**config.mk**
```make
export PLATFORM = sky130hd
export DESIGN_NAME = filename_hash_crc32c_top
export DESIGN_NICKNAME = d
export VERILOG_FILES = /design/src/hdl/fchc_pkg.sv /design/src/hdl/fchc_in_reg.sv /design/src/hdl/fchc_crc_core.sv /design/src/hdl/filename_hash_crc32c_top.sv
export SDC_FILE = /design/constraint.sdc
export NUM_CORES = 1
export LEC_CHECK = 0
export ABC_CLOCK_PERIOD_IN_PS = 4400
export BUFFER_PORTS_ARGS = -buffer_cell sky130_fd_sc_hd__buf_2
export CAP_MARGIN = 20
export CORE_MARGIN = 8
export CORE_UTILIZATION = 59
export DETAILED_ROUTE_END_ITERATION = 12
export HOLD_SLACK_MARGIN = 0.1
export PLACE_DENSITY = 0.8
export SYNTH_ARGS = -nofsm -noshare
export SYNTH_HDL_FRONTEND = slang
export SYNTH_SLANG_ARGS = --single-unit
```
**constraint.sdc**
```tcl
create_clock -name i_clk -period 4.4 [get_ports i_clk]
set_input_delay 0.88 -clock i_clk [delete_from_list [all_inputs] [get_ports i_clk]]
set_output_delay 0.88 -clock i_clk [all_outputs]
set_load 0.05 [all_outputs]
```
**src/hdl/fchc_pkg.sv**
```systemverilog
// Shared types, constants and the CRC-32C folding matrix for the filename hash block.
package fchc_pkg;

    localparam int CP_W   = 21;
    localparam int LEN_W  = 10;
    localparam int CRC_W  = 32;
    localparam int HASH_W = 32;
    localparam int HASH_BITS = HASH_W - LEN_W;

    localparam logic [CRC_W-1:0] CRC_INIT   = 32'hFFFF_FFFF;
    localparam logic [CRC_W-1:0] CRC_POLY_R = 32'h82F6_3B78;

    typedef logic [CRC_W-1:0][CRC_W-1:0] t_crc_mat;

    // One word held in the input stage.
    typedef struct packed {
        logic             valid;
        logic [CP_W-1:0]  code_point;
        logic [LEN_W-1:0] name_length;
    } t_item;

    // Row i: the CRC after 32 reflected shift steps starting from bit i alone.
    function automatic t_crc_mat crc_matrix();
        t_crc_mat         m;
        logic [CRC_W-1:0] c;
        for (int i = 0; i < CRC_W; i++) begin
            c = '0;
            c[i] = 1'b1;
            for (int s = 0; s < CRC_W; s++) begin
                c = c[0] ? ((c >> 1) ^ CRC_POLY_R) : (c >> 1);
            end
            m[i] = c;
        end
        return m;
    endfunction

    localparam t_crc_mat CRC_MAT = crc_matrix();

endpackage

```
**src/hdl/fchc_in_reg.sv**
```systemverilog
// Input register stage: capture one word, hold it until the CRC stage drains it.
module fchc_in_reg
    import fchc_pkg::*;
(
    input  logic             i_clk,
    input  logic             i_rst_n,
    input  logic             i_valid,
    input  logic [CP_W-1:0]  i_code_point,
    input  logic [LEN_W-1:0] i_name_length,
    input  logic             i_drain,
    output logic             o_stall,
    output t_item            o_item
);

    logic             r_valid;
    logic [CP_W-1:0]  r_code_point;
    logic [LEN_W-1:0] r_name_length;
    logic             w_accept;

    assign o_stall  = r_valid && !i_drain;
    assign w_accept = i_valid && !o_stall;

    always_ff @(posedge i_clk) begin
        if (!i_rst_n) begin
            r_valid <= 1'b0;
        end else if (!o_stall) begin
            r_valid <= i_valid;
        end
    end

    always_ff @(posedge i_clk) begin
        if (w_accept) begin
            r_code_point  <= i_code_point;
            r_name_length <= i_name_length;
        end
    end

    assign o_item = '{valid: r_valid, code_point: r_code_point, name_length: r_name_length};

endmodule

```
**src/hdl/fchc_crc_core.sv**
```systemverilog
// Running CRC-32C register, one-word fold and the result register.
module fchc_crc_core
    import fchc_pkg::*;
(
    input  logic              i_clk,
    input  logic              i_rst_n,
    input  t_item             i_item,
    input  logic              i_out_stall,
    output logic              o_drain,
    output logic              o_valid,
    output logic [HASH_W-1:0] o_key_hash
);

    logic [CRC_W-1:0]  r_crc;
    logic [CRC_W-1:0]  n_crc;
    logic              r_out_valid;
    logic [HASH_W-1:0] r_key_hash;
    logic [CRC_W-1:0]  w_data;
    logic [CRC_W-1:0]  w_fold;
    logic [LEN_W-1:0]  w_len_p1;
    logic              w_is_end;
    logic              w_out_free;
    logic              w_fire;

    assign w_is_end   = (i_item.code_point == '0);
    assign w_out_free = !r_out_valid || !i_out_stall;
    // A code point never waits on the output; only an end word does.
    assign o_drain    = !w_is_end || w_out_free;
    assign w_fire     = i_item.valid && o_drain;
    assign w_len_p1   = i_item.name_length + LEN_W'(1);

    // Four reflected byte steps collapse to one linear map of crc ^ word.
    assign w_data = r_crc ^ CRC_W'(i_item.code_point);
    always_comb begin
        w_fold = '0;
        for (int i = 0; i < CRC_W; i++) begin
            if (w_data[i]) begin
                w_fold = w_fold ^ CRC_MAT[i];
            end
        end
    end

    always_comb begin
        n_crc = r_crc;
        if (w_fire) begin
            n_crc = w_is_end ? CRC_INIT : w_fold;
        end
    end

    always_ff @(posedge i_clk) begin
        if (!i_rst_n) begin
            r_crc       <= CRC_INIT;
            r_out_valid <= 1'b0;
        end else begin
            r_crc <= n_crc;
            if (w_out_free) begin
                r_out_valid <= w_fire && w_is_end;
            end
        end
    end

    always_ff @(posedge i_clk) begin
        if (w_fire && w_is_end) begin
            r_key_hash <= {r_crc[HASH_BITS-1:0], w_len_p1};
        end
    end

    assign o_valid    = r_out_valid;
    assign o_key_hash = r_key_hash;

endmodule

```
**src/hdl/filename_hash_crc32c_top.sv**
```systemverilog
// Top level of the filename hash block: input stage, CRC stage, result register.
// The key of an end word is computed from the input register and captured in the result register.
// Throughput: one word per cycle unless stalled; the CRC-32C fold of a whole code point is
//   one XOR matrix between the input register and the running CRC register.
// Only an end word with the result register full and stalled holds the input.
// Reset: synchronous, active low; clears both valid flags and loads the CRC with all ones.
module filename_hash_crc32c_top
    import fchc_pkg::*;
(
    input  logic              i_clk,
    input  logic              i_rst_n,
    input  logic              i_in_valid,
    output logic              o_in_stall,
    input  logic [CP_W-1:0]   i_code_point,
    input  logic [LEN_W-1:0]  i_name_length,
    output logic              o_out_valid,
    input  logic              i_out_stall,
    output logic [HASH_W-1:0] o_key_hash
);

    t_item w_item;
    logic  w_drain;
    logic  w_end_fire;

    // Hold the incoming word; advance it whenever the CRC stage can take it.
    fchc_in_reg u_in_reg (
        .i_clk         (i_clk),
        .i_rst_n       (i_rst_n),
        .i_valid       (i_in_valid),
        .i_code_point  (i_code_point),
        .i_name_length (i_name_length),
        .i_drain       (w_drain),
        .o_stall       (o_in_stall),
        .o_item        (w_item)
    );

    // Fold code points into the running CRC; drop a result on each end word.
    fchc_crc_core u_crc_core (
        .i_clk       (i_clk),
        .i_rst_n     (i_rst_n),
        .i_item      (w_item),
        .i_out_stall (i_out_stall),
        .o_drain     (w_drain),
        .o_valid     (o_out_valid),
        .o_key_hash  (o_key_hash)
    );

    assign w_end_fire = w_item.valid && w_drain && (w_item.code_point == '0);

`ifndef ASSERT_OFF
    // Input is held back only by a full, stalled result register.
    a_stall_cause: assert property (@(posedge i_clk) disable iff (!i_rst_n)
        o_in_stall |-> (o_out_valid && i_out_stall))
        else $error("input stalled without output backpressure");

    // A new result appears only after an end word left the input stage.
    a_result_source: assert property (@(posedge i_clk) disable iff (!i_rst_n)
        $rose(o_out_valid) |-> $past(w_end_fire))
        else $error("result without end word");

    // Length bits of the result are the end word's length plus one.
    a_len_bits: assert property (@(posedge i_clk) disable iff (!i_rst_n)
        w_end_fire |=> (o_key_hash[LEN_W-1:0] == ($past(w_item.name_length) + LEN_W'(1))))
        else $error("length field mismatch");
`endif

endmodule

```
==> results of run 1 <==
==> metrics by stage <==
stage	std cells	setup WS, ns	util, %	instance area (sq um)
floorplan	458	1.17	-	6120
global placement	651	1.02	64.7	6590
detailed placement	651	1.03	64.7	6590
CTS	667	0.579	66.6	6790
global route	667	0.482	66.6	6790
finish	667	0.585	66.6	6790
==> flip-flops by register name (all words and copies together) (netlist names) <==
name	cells
u_in_reg.r_valid	1
u_crc_core.r_crc	32
u_crc_core.o_key_hash	32
u_in_reg.r_code_point	21
u_in_reg.r_name_length	10
u_crc_core.o_valid	1
==> cell families after synthesis <==
group,Yosys count,share of synthesized area [%]
fa+ha+maj,1,0.205
compound gates,41,4.23
xor+xnor,233,46.2
flops,97,42.1
simple gates,64,5.24
mux,2,0.327
buf+inv,20,1.72
==> metal layers <==
| metal | GRT usage [%] | vias up | part of all wire [%] |
|---|---|---|---|
| li1 | - | 1720 | - |
| met1 | 25.7 | 1801 | 42 |
| met2 | 34.0 | 146 | 48 |
| met3 | 4.89 | 41 | 6.0 |
| met4 | 12.2 | 0 | 4.2 |
| met5 | 0 | - | 0 |
==> layout make-up <==
cell class	instances	area, sq um	share of cell area, %
tap	136	170	2.51
timing repair buffer	74	385	5.68
inverter	3	11.3	0.166
sequential	97	2570	37.9
clock inverter	7	73.8	1.09
multi-input combinational	341	3450	50.8
clock buffer	9	124	1.83
==> cells in the mapped netlist <==
cell	n
nand2b_1	1
edfxtp_1	63
o31ai_4	1
xnor3_1	37
xnor2_2	10
a211o_1	1
o211ai_1	9
inv_1	3
nor2b_1	1
buf_6	2
o21ai_0	6
or4b_1	1
xor3_1	4
mux2i_1	2
xor2_2	1
o21a_1	2
or4_1	2
nand3_1	13
nand2_1	15
buf_2	6
xor2_1	38
xor3_2	1
xnor3_4	1
clkbuf_1	7
xnor2_1	135
dfxtp_1	34
o21ai_1	7
ha_1	1
buf_4	2
or3_1	7
o31a_1	1
xnor2_4	3
nor3_1	8
a21oi_1	13
and3_1	1
nor2_1	9
a21boi_0	1
nand4_1	1
nor4_1	3
and2_1	2
xnor3_2	3
==> worst max-delay path: cells and delay by family, from the launching register on <==
kind          cells  cell delay, ns
simple gates      4            1.73
flops             1            0.50
buf+inv           1            0.31
==> final timing paths <==
check                                             end  slack (ns)  depth (start not counted)
setup / recovery                           o_in_stall        0.59                          5
hold / removal    u_crc_core.o_key_hash[24]$_DFFE_PP_        0.50                          0
setup reg to reg  u_crc_core.o_key_hash[29]$_DFFE_PP_        1.25                          4
hold reg to reg   u_crc_core.o_key_hash[24]$_DFFE_PP_        0.50                          0
==> run_results.csv, run 1 <==
group,metric,value,unit
floorplanning,fp-row-count,37,
floorplanning,core,10200,sq um
setup_path,end_kind,"output pin",
clock_tree,cts_resized,0,
clock_tree,worstSkewPairLatency,0.40,ns
synthesis,ys_warn_count,0,
setup_path,r2r-start,"u_in_reg.r_code_point[18]$_DFFE_PP_",
timing,setup-violations-final,0,
clock_tree,tritoncts,"yes",
drt,wl_per_cell,21.5,microns
clock_tree,clock_sinks,97,
setup_path,start_kind,"register",
setup_path,worstSetupPathType,"register to output pin",
placed_design,io_buffers,68,
setup_path,crit_start,"u_in_reg.r_code_point[18]$_DFFE_PP_",
global_route,grt_pass1_wl,21.9,mm
drt,drt_wl_total,14.4,mm
timing,period_needed,3.81,ns
layout,final_cell_mix,"135 x xnor2_1, 68 x buf_2, 63 x edfxtp_1, 38 x xor2_1, 37 x xnor3_1",
clock_tree,cts_made_buffers,9,
clock_tree,postCtsHoldBufs,0,
clock_tree,cts-root-buf,"clkbuf_8",
timing,hold_violations,0,
timing,fmax,262,MHz
clock_tree,cts_buffer_depth,2,
global_route,antenna_found_initial,0,
timing,rsz0062_at_grt,"false",
worst_hold_path,hold_path_class,"register to register",
layout,fillers,774,
layout,drive_gt1_share,21.1,%
global_route,grt_overflow,0,
timing,relSlewSlack,36.3,%
timing,skew,0.0173,ns
timing,slew_viol_final,0,
drt,drc,0,
run_status,status,"finished clean",
floorplanning,die_x,118,microns
synthesis,synth_area,6120,sq um
worst_hold_path,hp-start,"u_crc_core.r_crc[14]$_SDFFE_PN1P_",
job,cap_viol_max_count,0,
synthesis,synth_cell_types,41,
placed_design,dp_hpwl,10.9,mm
floorplanning,initial_core_util,60.1,%
timing,fin_crit_sh,86.7,%
timing,hold_ws,0.495,ns
timing,fin_tns_setup,0,ns
floorplanning,io_pins,69,
setup_path,cp_data_required_time,3.52,ns
layout,area_growth_syn_to_layout,10.9,%
synthesis,yosysSeqAreaShare,42.1,%
drt,vias,3708,
synthesis,ys_ff_latch,97,
setup_path,cp_slowest_cell,"nor4_1",
synthesis,synth_top_area_cell,"edfxtp_1",
setup_path,crit_arrival,2.93,ns
setup_path,crit_path_cell_trace,"nor4_1 -> nand4_1 -> or3_1 -> nor2_1 -> buf_2",
synthesis,synth_area_leaders,"edfxtp_1 31%, xnor2_1 19%, xnor3_1 14%",
synthesis,synthCells,458,
synthesis,synth.avg_cell_area,13.4,sq um
global_route,grt_pass1_vias,3766,
drt,via_per_inst,5.56,
synthesis,syn_nets,494,
clock_tree,clk_pin_slew,0.10,ns
synthesis,synth_top_area_share,30.9,%
drt,ant_nets,0,
clock_tree,htree_levels,3,
floorplanning,die-height,118,microns
layout,nets,562,
clock_tree,cts_setup_buffers,0,
global_route,grt_use_total,21.1,%
layout,layout_commonest_cell,"xnor2_1",
drt,drt_iter0_drc,233,
setup_path,path_max_fanout,5,
layout,antenna_cells,0,
placed_design,gpl.final_weighted_congestion,0.932,
floorplanning,dieArea,13900,sq um
timing,worst_pin_slew,0.953,ns
global_route,grt_max_degree,33,
setup_path,max_stage_delay,0.58,ns
drt,dr.pass1.iters,5,
Power of run 1 is not shown: default switching activity piles up to over one toggle a cycle in this logic, so the estimate is an artifact.
==> run 2: changes to the inputs <==
--- a/config.mk
+++ b/config.mk
@@ -9,10 +9,10 @@
 export BUFFER_PORTS_ARGS = -buffer_cell sky130_fd_sc_hd__buf_2
 export CAP_MARGIN = 20
 export CORE_MARGIN = 8
-export CORE_UTILIZATION = 59
+export CORE_UTILIZATION = 50
 export DETAILED_ROUTE_END_ITERATION = 12
 export HOLD_SLACK_MARGIN = 0.1
-export PLACE_DENSITY = 0.8
+export PLACE_DENSITY_LB_ADDON = 0.12
 export SYNTH_ARGS = -nofsm -noshare
 export SYNTH_HDL_FRONTEND = slang
 export SYNTH_SLANG_ARGS = --single-unit
==> run_results.csv, run 2 (synthesized netlist as in run 1, its figures left out) <==
group,metric,value,unit
run_status,status,"finished clean",
global_route,grt_pass1_wl,22.1,mm
layout,antenna_cells,0,
timing,skew,0.00647,ns
setup_path,cp_data_required_time,3.52,ns
clock_tree,htree_levels,3,
worst_hold_path,whs_endpoint,"u_crc_core.o_key_hash[14]$_DFFE_PP_",
floorplanning,initial_core_util,51.1,%
global_route,grt_max_degree,45,
layout,fin_area,6910,sq um
worst_hold_path,hp-start,"u_crc_core.r_crc[4]$_SDFFE_PN1P_",
setup_path,crit_path_cell_trace,"nor4_1 -> nand4_1 -> or3_1 -> nor2_1 -> buf_2",
drt,drt_wl_total,14.6,mm
floorplanning,die-height,127,microns
setup_path,rr_worst_depth,5,
clock_tree,cts_setup_buffers,0,
drt,via_per_inst,5.34,
setup_path,worstSetupPathType,"register to output pin",
setup_path,path_max_fanout,5,
layout,layout_commonest_cell,"xnor2_1",
layout,final_cell_mix,"135 x xnor2_1, 68 x buf_2, 63 x edfxtp_1, 38 x xor2_1, 37 x xnor3_1",
clock_tree,clk_pin_slew,0.07,ns
drt,ant_nets,0,
timing,hold_violations,0,
setup_path,start_kind,"register",
clock_tree,worstSkewPairLatency,0.35,ns
clock_tree,cts_made_buffers,9,
placed_design,gpl.final_weighted_congestion,0.886,
layout,multi_input_area,3450,sq um
layout,regArea,2570,sq um
floorplanning,dieArea,16000,sq um
worst_hold_path,hold_path_class,"register to register",
timing,fmax,270,MHz
floorplanning,die_x,127,microns
worst_hold_path,min_path_cells,0,
floorplanning,fp-row-count,40,
timing,fin_tns_setup,0,ns
placed_design,io_buffers,68,
drt,vias,3612,
setup_path,path_delay_family,"simple AND/OR/NAND/NOR gates",
drt,wl_per_cell,21.5,microns
setup_path,rr_endpoint,"u_crc_core.o_key_hash[31]$_DFFE_PP_",
setup_path,r2r_slack,1.31,ns
setup_path,cp_slowest_cell,"or3_1",
layout,drive_gt1_share,20.6,%
global_route,grt_overflow,0,
drt,drt_iter0_drc,240,
clock_tree,clock_sinks,97,
global_route,grt_pass1_vias,3672,
placed_design,dpl_cell_area,6590,sq um
timing,fin_crit_sh,84.1,%
timing,worst_pin_slew,0.942,ns
layout,nets,560,
placed_design,dp_hpwl,11.0,mm
setup_path,max_stage_delay,0.57,ns
timing,period_needed,3.70,ns
job,cap_viol_max_count,0,
setup_path,r2r-start,"u_in_reg.r_code_point[18]$_DFFE_PP_",
timing,setup-violations-final,0,
drt,dr.pass1.iters,5,
setup_path,cp_num_buf_inv,1,
clock_tree,cts_resized,0,
clock_tree,postCtsHoldBufs,0,
drt,drc,0,
setup_path,end_kind,"output pin",
timing,rsz0062_at_grt,"false",
clock_tree,cts_buffer_depth,2,
layout,area_growth_syn_to_layout,12.9,%
layout,fillers,999,
setup_path,crit_start,"u_in_reg.r_code_point[18]$_DFFE_PP_",
global_route,antenna_found_initial,0,
global_route,grt_use_total,18.8,%
clock_tree,cts-root-buf,"clkbuf_16",
setup_path,crit_arrival,2.82,ns
floorplanning,io_pins,69,
clock_tree,tritoncts,"yes",
floorplanning,core,12000,sq um
timing,relSlewSlack,36.8,%
timing,slew_viol_final,0,
[run 2: cell count changes in the layout (fill, tap and decap cells not counted), sizes merged]
cell      delta
clkbuf       +2
clkinv       -1
bufinv       +1
clkinvlp     -1
buf          -2
inv          -1
[run 2: area by class of cell]
| cell class | instances | share of cell area, % |
|---|---|---|
| Sequential cell | 97 | 37.2 |
| Inverter | 3 | 0.163 |
| Clock buffer | 11 | 3.68 |
| Timing Repair Buffer | 72 | 5.36 |
| Clock inverter | 5 | 0.978 |
| Multi-Input combinational cell | 341 | 49.9 |
| Tap cell | 147 | 2.66 |
[run 2: worst max path at each step]
stage	slack, ns	to	cells past startpoint
after global routing	0.49	o_in_stall	5
after CTS	0.64	o_in_stall	5
final	0.70	o_in_stall	5
after detailed placement	1.04	o_in_stall	5
after global placement	1.06	o_in_stall	5
after floorplan	1.17	u_in_reg.r_code_point[0]$_DFFE_PP_	5
[run 2: metal layers]
layer / vias to the layer above / GRT usage, % / wire, microns
li1: 1715 / - / -
met1: 1753 / 25.4 / 6620
met4: 0 / 7.50 / 371
met3: 19 / 3.60 / 850
met5: - / 0 / 0
met2: 125 / 29.0 / 6710
[run 2: metrics by stage]
stage	hold slack (ns)	cells	setup slack [ns]	util [%]
after floorplan	0.451	458	1.17	-
after global placement	0.468	660	1.06	55.1
after detailed placement	0.471	660	1.04	55.1
after CTS	0.487	676	0.644	57.8
after global routing	0.512	676	0.488	57.8
final	0.491	676	0.699	57.8
Power of run 2 is left out for the same reason.
